`src/srb_pkg.sv`:
```
// Shared types and constants for the sequence reorder buffer.
package srb_pkg;

	localparam int unsigned WINDOW_DEF   = 32;
	localparam int unsigned HEADER_BYTES = 12;

	localparam int unsigned IN_W   = 64;
	localparam int unsigned OUT_W  = 232;
	localparam int unsigned PAY_W  = 16;
	localparam int unsigned SEQ_W  = 32;
	localparam int unsigned CNT_W  = 32;
	localparam int unsigned BYTE_W = 48;

	localparam logic KIND_STATUS  = 1'b0;
	localparam logic KIND_DELIVER = 1'b1;

	typedef enum logic [2:0] {
		STAT_IN_ORDER  = 3'd0,
		STAT_REORDERED = 3'd1,
		STAT_SHORT     = 3'd2,
		STAT_STALE     = 3'd3,
		STAT_OVERFLOW  = 3'd4
	} status_t;

	typedef enum logic [1:0] {
		S_IDLE,
		S_EVAL,
		S_READ,
		S_DELIVER
	} state_t;

	// one counter update, applied on a result transfer into the output register
	typedef struct packed {
		logic              rx;
		logic              drop;
		logic              reord;
		logic              deliv;
		logic [PAY_W-1:0]  bytes;
	} stat_upd_t;

	typedef struct packed {
		logic [CNT_W-1:0]  received;
		logic [CNT_W-1:0]  delivered;
		logic [CNT_W-1:0]  dropped;
		logic [CNT_W-1:0]  reordered;
		logic [BYTE_W-1:0] bytes;
	} stat_cnt_t;

endpackage

```
`src/sequence_reorder_buffer.sv`:
```
// Sequence reorder buffer top level: arrival classification and in-order release.
//
// Usage:
//   Slave side takes one packet header per transfer: tdata holds packet_length,
//   sequence_req and payload_size. Each arrival produces a status report
//   (m_tuser = 0) followed by zero or more in-order deliveries (m_tuser = 1).
//   m_tlast marks the final result of the arrival. Every result carries the
//   running counters as they stand after that result.
//   Steps: the header is taken, then classified once the output register is
//   free, while the slot memory is written and the report loads into it. If
//   the arrival fills the expected sequence, the head slot is read, then
//   deliveries follow at one per cycle unless the receiver stalls; the slot
//   memory's single read port sets the one-delivery-per-cycle pace.
//   s_tready is high only between arrivals; a new header is taken while the
//   last result still waits in the output register.
//   Reset clears the expected sequence, all slot valid bits and the counters;
//   the payload memory needs no clearing.
//   When the receiver stalls, the output register holds its result and the
//   sequencer waits; nothing is dropped.
module sequence_reorder_buffer #(
	parameter int unsigned WINDOW = srb_pkg::WINDOW_DEF
) (
	input  logic                        clk,
	input  logic                        arst_n,
	input  logic                        s_tvalid,
	output logic                        s_tready,
	// [15:0] packet_length, [47:16] sequence_req, [63:48] payload_size
	input  logic [srb_pkg::IN_W-1:0]    s_tdata,
	output logic                        m_tvalid,
	input  logic                        m_tready,
	// [2:0] status, [34:3] out_sequence, [50:35] out_payload,
	// [82:51] received_count, [114:83] delivered_count, [146:115] dropped_count,
	// [178:147] reordered_count, [226:179] delivered_bytes, [231:227] zero
	output logic [srb_pkg::OUT_W-1:0]   m_tdata,
	// [0] kind
	output logic                        m_tuser,
	output logic                        m_tlast
);
	import srb_pkg::*;

	localparam int unsigned IW = $clog2(WINDOW);
	localparam logic [IW:0] WIN_EXT = (IW+1)'(WINDOW);

	state_t state_q, state_nx;

	// captured arrival
	logic [15:0]      len_q;
	logic [SEQ_W-1:0] seq_q;
	logic [PAY_W-1:0] pay_q;

	// window state
	logic [SEQ_W-1:0]  ne_q;
	logic [IW-1:0]     head_q;
	logic [WINDOW-1:0] valid_q;

	// output register
	logic             m_tvalid_q;
	logic [OUT_W-1:0] m_tdata_q;
	logic             m_tuser_q;
	logic             m_tlast_q;

	logic out_free;
	assign out_free = !m_tvalid_q || m_tready;

	// classification of the captured arrival
	logic             is_short, is_stale, is_over, fits, in_place;
	logic [SEQ_W-1:0] seq_gap;
	logic [IW:0]      idx_sum;
	logic [IW-1:0]    idx;
	logic [IW-1:0]    head_nx;
	logic             more;

	always_comb begin
		is_short = len_q < 16'(HEADER_BYTES);
		is_stale = seq_q < ne_q;
		seq_gap  = seq_q - ne_q;
		is_over  = seq_gap >= SEQ_W'(WINDOW);
		fits     = !is_short && !is_stale && !is_over;
		in_place = seq_gap == '0;
		// circular slot index: head + distance, both below WINDOW
		idx_sum  = {1'b0, head_q} + {1'b0, seq_gap[IW-1:0]};
		idx      = (idx_sum >= WIN_EXT) ? IW'(idx_sum - WIN_EXT) : idx_sum[IW-1:0];
		head_nx  = (head_q == IW'(WINDOW - 1)) ? '0 : IW'(head_q + 1'b1);
		more     = valid_q[head_nx];
	end

	// sequencer and datapath controls
	logic             emit, emit_kind, emit_last;
	status_t          emit_status;
	logic [SEQ_W-1:0] emit_seq;
	logic [PAY_W-1:0] emit_pay;
	stat_upd_t        upd;
	stat_cnt_t        cnt_next;
	logic             wr_en, rd_en;
	logic [IW-1:0]    rd_addr;
	logic [PAY_W-1:0] rd_data;

	always_comb begin
		state_nx    = state_q;
		emit        = 1'b0;
		emit_kind   = KIND_STATUS;
		emit_status = STAT_IN_ORDER;
		emit_seq    = seq_q;
		emit_pay    = '0;
		emit_last   = 1'b1;
		upd         = '0;
		wr_en       = 1'b0;
		rd_en       = 1'b0;
		rd_addr     = head_q;
		s_tready    = 1'b0;
		unique case (state_q)
			S_IDLE: begin
				s_tready = 1'b1;
				if (s_tvalid) begin
					state_nx = S_EVAL;
				end
			end
			S_EVAL: begin
				if (out_free) begin
					emit     = 1'b1;
					upd.rx   = 1'b1;
					upd.drop = !fits;
					if (is_short) begin
						emit_status = STAT_SHORT;
						emit_seq    = '0;
					end else if (is_stale) begin
						emit_status = STAT_STALE;
					end else if (is_over) begin
						emit_status = STAT_OVERFLOW;
					end else if (!in_place) begin
						emit_status = STAT_REORDERED;
					end
					upd.reord = fits && !in_place;
					// duplicates keep the first payload
					wr_en     = fits && !valid_q[idx];
					// head slot is empty between arrivals, so only an
					// in-place arrival starts a release run
					emit_last = !(fits && in_place);
					state_nx  = (fits && in_place) ? S_READ : S_IDLE;
				end
			end
			S_READ: begin
				rd_en    = 1'b1;
				state_nx = S_DELIVER;
			end
			S_DELIVER: begin
				if (out_free) begin
					emit      = 1'b1;
					emit_kind = KIND_DELIVER;
					emit_seq  = ne_q;
					emit_pay  = rd_data;
					emit_last = !more;
					upd.deliv = 1'b1;
					upd.bytes = rd_data;
					rd_en     = more;
					rd_addr   = head_nx;
					state_nx  = more ? S_DELIVER : S_IDLE;
				end
			end
			default: begin
				state_nx = S_IDLE;
			end
		endcase
	end

	srb_slot_ram #(
		.WINDOW (WINDOW)
	) u_slot_ram (
		.clk     (clk),
		.wr_en   (wr_en),
		.wr_addr (idx),
		.wr_data (pay_q),
		.rd_en   (rd_en),
		.rd_addr (rd_addr),
		.rd_data (rd_data)
	);

	srb_stats u_stats (
		.clk      (clk),
		.arst_n   (arst_n),
		.en       (emit),
		.upd      (upd),
		.cnt_next (cnt_next)
	);

	always_ff @(posedge clk or negedge arst_n) begin
		if (!arst_n) begin
			state_q <= S_IDLE;
		end else begin
			state_q <= state_nx;
		end
	end

	// arrival capture
	always_ff @(posedge clk) begin
		if (s_tvalid && s_tready) begin
			len_q <= s_tdata[15:0];
			seq_q <= s_tdata[47:16];
			pay_q <= s_tdata[63:48];
		end
	end

	// window bookkeeping
	always_ff @(posedge clk or negedge arst_n) begin
		if (!arst_n) begin
			ne_q    <= '0;
			head_q  <= '0;
			valid_q <= '0;
		end else begin
			if (wr_en) begin
				valid_q[idx] <= 1'b1;
			end
			if (emit && state_q == S_DELIVER) begin
				valid_q[head_q] <= 1'b0;
				head_q          <= head_nx;
				ne_q            <= ne_q + 1'b1;
			end
		end
	end

	// output register
	always_ff @(posedge clk or negedge arst_n) begin
		if (!arst_n) begin
			m_tvalid_q <= 1'b0;
		end else if (emit) begin
			m_tvalid_q <= 1'b1;
		end else if (m_tready) begin
			m_tvalid_q <= 1'b0;
		end
	end

	always_ff @(posedge clk) begin
		if (emit) begin
			m_tdata_q <= {5'b0, cnt_next.bytes, cnt_next.reordered, cnt_next.dropped,
				cnt_next.delivered, cnt_next.received, emit_pay, emit_seq, emit_status};
			m_tuser_q <= emit_kind;
			m_tlast_q <= emit_last;
		end
	end

	assign m_tvalid = m_tvalid_q;
	assign m_tdata  = m_tdata_q;
	assign m_tuser  = m_tuser_q;
	assign m_tlast  = m_tlast_q;

	// between arrivals the slot at the head of the window is always empty
	a_head_empty_idle: assert property (@(posedge clk) disable iff (!arst_n)
		state_q == S_IDLE |-> !valid_q[head_q])
		else $error("head slot valid while idle");

	// slot memory never written and read in the same cycle
	a_ram_no_overlap: assert property (@(posedge clk) disable iff (!arst_n)
		!(wr_en && rd_en))
		else $error("slot memory write and read overlap");

	// expected sequence advances only on a delivery
	a_ne_on_deliver: assert property (@(posedge clk) disable iff (!arst_n)
		ne_q != $past(ne_q) |-> $past(state_q) == S_DELIVER)
		else $error("expected sequence moved outside delivery");

	// deliveries are preceded by a head read
	a_deliver_after_read: assert property (@(posedge clk) disable iff (!arst_n)
		state_q == S_DELIVER |-> $past(state_q) == S_READ || $past(state_q) == S_DELIVER)
		else $error("delivery without head read");

endmodule

```
`src/srb_slot_ram.sv`:
```
// Payload slot memory: one write port, one registered read port.
module srb_slot_ram #(
	parameter int unsigned WINDOW = srb_pkg::WINDOW_DEF
) (
	input  logic                              clk,
	input  logic                              wr_en,
	input  logic [$clog2(WINDOW)-1:0]         wr_addr,
	input  logic [srb_pkg::PAY_W-1:0]         wr_data,
	input  logic                              rd_en,
	input  logic [$clog2(WINDOW)-1:0]         rd_addr,
	output logic [srb_pkg::PAY_W-1:0]         rd_data
);
	import srb_pkg::*;

	logic [PAY_W-1:0] mem [WINDOW];

	always_ff @(posedge clk) begin
		if (wr_en) begin
			mem[wr_addr] <= wr_data;
		end
		if (rd_en) begin
			rd_data <= mem[rd_addr];
		end
	end

endmodule

```
`src/srb_stats.sv`:
```
// Running packet and byte counters.
module srb_stats (
	input  logic                  clk,
	input  logic                  arst_n,
	input  logic                  en,
	input  srb_pkg::stat_upd_t    upd,
	output srb_pkg::stat_cnt_t    cnt_next
);
	import srb_pkg::*;

	stat_cnt_t cnt_q;

	always_comb begin
		cnt_next.received  = cnt_q.received  + CNT_W'(upd.rx);
		cnt_next.delivered = cnt_q.delivered + CNT_W'(upd.deliv);
		cnt_next.dropped   = cnt_q.dropped   + CNT_W'(upd.drop);
		cnt_next.reordered = cnt_q.reordered + CNT_W'(upd.reord);
		cnt_next.bytes     = cnt_q.bytes     + BYTE_W'(upd.bytes);
	end

	always_ff @(posedge clk or negedge arst_n) begin
		if (!arst_n) begin
			cnt_q <= '0;
		end else if (en) begin
			cnt_q <= cnt_next;
		end
	end

endmodule

```
`config.mk`:
```
export PLATFORM = sky130hd
export DESIGN_NAME = sequence_reorder_buffer
export DESIGN_NICKNAME = d
export VERILOG_FILES = /design/src/srb_pkg.sv /design/src/sequence_reorder_buffer.sv /design/src/srb_slot_ram.sv /design/src/srb_stats.sv
export SDC_FILE = /design/constraint.sdc
export NUM_CORES = 1
export LEC_CHECK = 0
export BUFFER_PORTS_ARGS = -buffer_cell sky130_fd_sc_hd__buf_2
export CORE_ASPECT_RATIO = 0.6
export CORE_UTILIZATION = 30
export DETAILED_ROUTE_END_ITERATION = 8
export GPL_TIMING_DRIVEN = 1
export MAX_ROUTING_LAYER = met4
export PLACE_DENSITY = 0.55
export SYNTH_ARGS = -nofsm -noshare
export SYNTH_HDL_FRONTEND = slang
export SYNTH_HIERARCHICAL = 1
export SYNTH_SLANG_ARGS = --single-unit
```
`constraint.sdc`:
```
create_clock -name clk -period 15 [get_ports clk]
set_input_delay 1.5 -clock clk [delete_from_list [all_inputs] [get_ports clk]]
set_output_delay 1.5 -clock clk [all_outputs]
set_load 0.01 [all_outputs]
```
==> flow_metrics.tcl <==
set metrics [dict create \
    fin_util_pct 34.7 \
    yosysSeqAreaShare_pct 64.7 \
    ys_types 100 \
    syn_area_mm2 0.0476 \
    crit_type "flop to flop" \
    max-slew-margin-rel_pct 10.4 \
    ys_warn_count 6 \
    placedInstanceArea_mm2 0.0511 \
    hpwl_um 80400 \
    syn_inst 3527 \
    numCtsBuffers 99 \
    cts.path.max_buffers 3 \
    arrival_ns 7.24 \
    ctsResizeCount 0 \
    power.density_mw_per_mm2 133 \
    cts_tree "done" \
    fin_worst_skew_ns 0.0487 \
    grt_pass1_wl_um 182000 \
    setup_viol 0 \
    total_power_mw 7.22 \
    portBuffers 296 \
    critical_path.top_delay_family "simple AND/OR/NAND/NOR gates" \
    antenna_found_initial 4 \
    period_share_pct 45.5 \
    post_cts_buffers 0 \
    clk_latency_ns 0.73 \
    die_area_mm2 0.160 \
    crit_slowest_cell "nor2_1" \
    cp-start-kind "flop" \
    synth.most_common_cell "edfxtp_1" \
    grt_use_met2_pct 20.4 \
    synth_seq_cells 1067 \
    routed_wl_um 124000 \
    outcome "completed" \
    drt_pass1_iterations 8 \
    grt_pass1_vias 27700 \
    layout_setup_ws_ns 8.17 \
    synth-edff-count 819 \
    gp_congestion 0.888 \
    fp.dieH_um 310 \
    cp_cell_sequence "inv_1, ha_1, fa_1, xnor2_1, ha_1, a21o_1, a21oi_2, xor2_1, xnor2_1, buf_4, mux2_1, a221o_1, a211oi_4, and3_1, or3b_2, nor2_1, buf_4" \
    worst_pin_slew_ns 1.34 \
    grt_use_total_pct 15.6 \
    synth-main-ff-cell "edfxtp_1" \
    synth_area_leader_cell "edfxtp_1" \
    cp.buffers_inverters 3 \
    layoutNonFillerInstCount 5979 \
    drv_cap 0 \
    synth_top_area_share_pct 51.7 \
    drt_iter0_drc 2727 \
    htreeDepth 3 \
    pin_count 304 \
    drive_gt1_share_pct 15.2 \
    hold_path.class "flop to flop" \
    synthTopCellsByCount "edfxtp_1, mux2i_1, nand2_1" \
    grtUsageMet1_pct 24.0 \
    end_kind "flop" \
    slowest_delay_ns 1.05 \
    setup-tns-final_ns 0 \
    grt-ovfl-total 0 \
    die_x_um 516 \
    initial_core_util_pct 30.4 \
    syn_to_final_growth_pct 14.1 \
    viasPerCell 4.92 \
    grt_max_degree 184 \
    cts-root-buf "clkbuf_16" \
    min_period_ns 6.83 \
    synth_area_leaders "edfxtp_1, dfrtp_1, mux2i_1" \
    post-place-cells 5799 \
    avgRoutedWirePerCell_um 20.7 \
    peakVddDrop_mv 0.140 \
    leakagePower_nw 21.8 \
    synth-async-reset-ratio_pct 23.2 \
    timing.fmax_mhz 146 \
    whs_ns 0.479 \
    top_usage_layer "met1" \
    slew_violations 0 \
    avgSynthCellArea_um2 13.5 \
    nets 3928 \
    post-route-cell-area_mm2 0.0543 \
    use_met3_pct 3.66 \
    clk_pin_slew_ns 0.07 \
    required_ns 15.41 \
    drc_errors 0 \
    rsz0062_at_grt "false" \
    hold_viol_final 0 \
    crit_fanout 21 \
    cts_hold_buffers 0 \
    placeableCoreArea_mm2 0.156 \
    antenna_left 0 \
    num_vias 29400 \
    preCtsSetupSlack_ns 7.66 \
    cts_num_sinks 1067 \
    rows 112 \
]
-- final cells by class --
class / instances / area, um^2
Antenna cell: 1 / 2.50
Fill cell: 15300 / 102000
Clock buffer: 127 / 2640
Multi-Input combinational cell: 2179 / 15400
Sequential cell: 1067 / 30800
Inverter: 94 / 360
Tap cell: 2109 / 2640
Timing Repair Buffer: 350 / 1920
Clock inverter: 52 / 520
-- worst register-to-register path, cell delays in order (launching register included) --
cell and delay, ns:
edfxtp_1 0.41, inv_1 0.06, ha_1 0.22, fa_1 0.40
xnor2_1 0.23, ha_1 0.34, a21o_1 0.22, a21oi_2 0.14
xor2_1 0.17, xnor2_1 0.13, buf_4 0.29, mux2_1 0.36
a221o_1 0.44, a211oi_4 0.69, and3_1 0.34, or3b_2 0.63
nor2_1 1.05, buf_4 0.39
-- per-layer routing --
metal | vias up | part of all wire (%) | wire [um]
met5 | - | 0 | 0
met1 | 14800 | 52 | 64100
li1 | 13600 | - | -
met2 | 905 | 40 | 49500
met3 | 121 | 6.9 | 8570
met4 | 0 | 1.4 | 1700
-- placed cells by master, fill, tap and decap left out, types with 11 or more instances in the layout --
| cell | n |
|---|---|
| xnor2_1 | 257 |
| a22oi_1 | 76 |
| nor2b_1 | 11 |
| nand2_1 | 261 |
| clkbuf_1 | 22 |
| clkinv_2 | 21 |
| nor2_1 | 185 |
| nand3_1 | 155 |
| and2_1 | 50 |
| a21oi_1 | 93 |
| o21ai_0 | 86 |
| buf_4 | 52 |
| clkinv_1 | 12 |
| nand3b_1 | 12 |
| mux2_2 | 23 |
| and3_1 | 38 |
| buf_2 | 295 |
| nor4_1 | 18 |
| a21o_1 | 22 |
| a31oi_1 | 26 |
| nand2b_1 | 14 |
| a221oi_1 | 26 |
| clkbuf_16 | 99 |
| xor2_1 | 100 |
| inv_1 | 91 |
| nor3_1 | 68 |
| ha_1 | 66 |
| nand4_1 | 96 |
| and4_1 | 18 |
| mux2i_1 | 262 |
| dfrtp_1 | 248 |
| a22o_1 | 36 |
| edfxtp_1 | 819 |
| o211ai_1 | 12 |
-- power breakdown --
| part | internal [mW] | switching, mW |
|---|---|---|
| Clock | 1.39 | 1.15 |
| Sequential | 3.56 | 0.143 |
| Combinational | 0.295 | 0.696 |
-- worst paths after layout --
kind / cells after the start / start / end / slack, ns
setup reg to reg: 17 / seq_q[0]$_DFFE_PP_ / u_slot_ram/mem[24][0]$_DFFE_PP_ / 8.17
max in group asynchronous: 3 / arst_n / u_stats/cnt_q[121]$_DFFE_PN0P_ / 11.95
hold / removal: 1 / ne_q[31]$_DFFE_PN0P_ / ne_q[31]$_DFFE_PN0P_ / 0.48
min in group asynchronous: 1 / arst_n / u_stats/cnt_q[101]$_DFFE_PN0P_ / 0.77
setup / recovery: 17 / seq_q[0]$_DFFE_PP_ / u_slot_ram/mem[24][0]$_DFFE_PP_ / 8.17
hold reg to reg: 1 / ne_q[31]$_DFFE_PN0P_ / ne_q[31]$_DFFE_PN0P_ / 0.48
-- state kept, by name (all words and copies together), names as in the netlist --
name,cells
u_slot_ram/rd_data,16
head_q,5
valid_q,32
m_tuser,1
m_tvalid,1
u_slot_ram/mem,512
m_tlast,1
state_q,2
pay_q,16
len_q,14
seq_q,32
ne_q,32
m_tdata,227
u_stats/cnt_q,176
-- logic make-up after synthesis --
group | count (synthesis) | share of synthesized area, %
AND/OR/NAND/NOR | 988 | 10.5
AO/OA/AOI/OAI | 465 | 6.76
buffers and inverters | 285 | 3.06
adder cells (fa/ha/maj) | 69 | 1.86
other | 1 | 0.00788
multiplexers | 295 | 6.51
XOR/XNOR | 357 | 6.57
flip-flops | 1067 | 64.7
No activity file was read; power rests on OpenSTA's default activity.
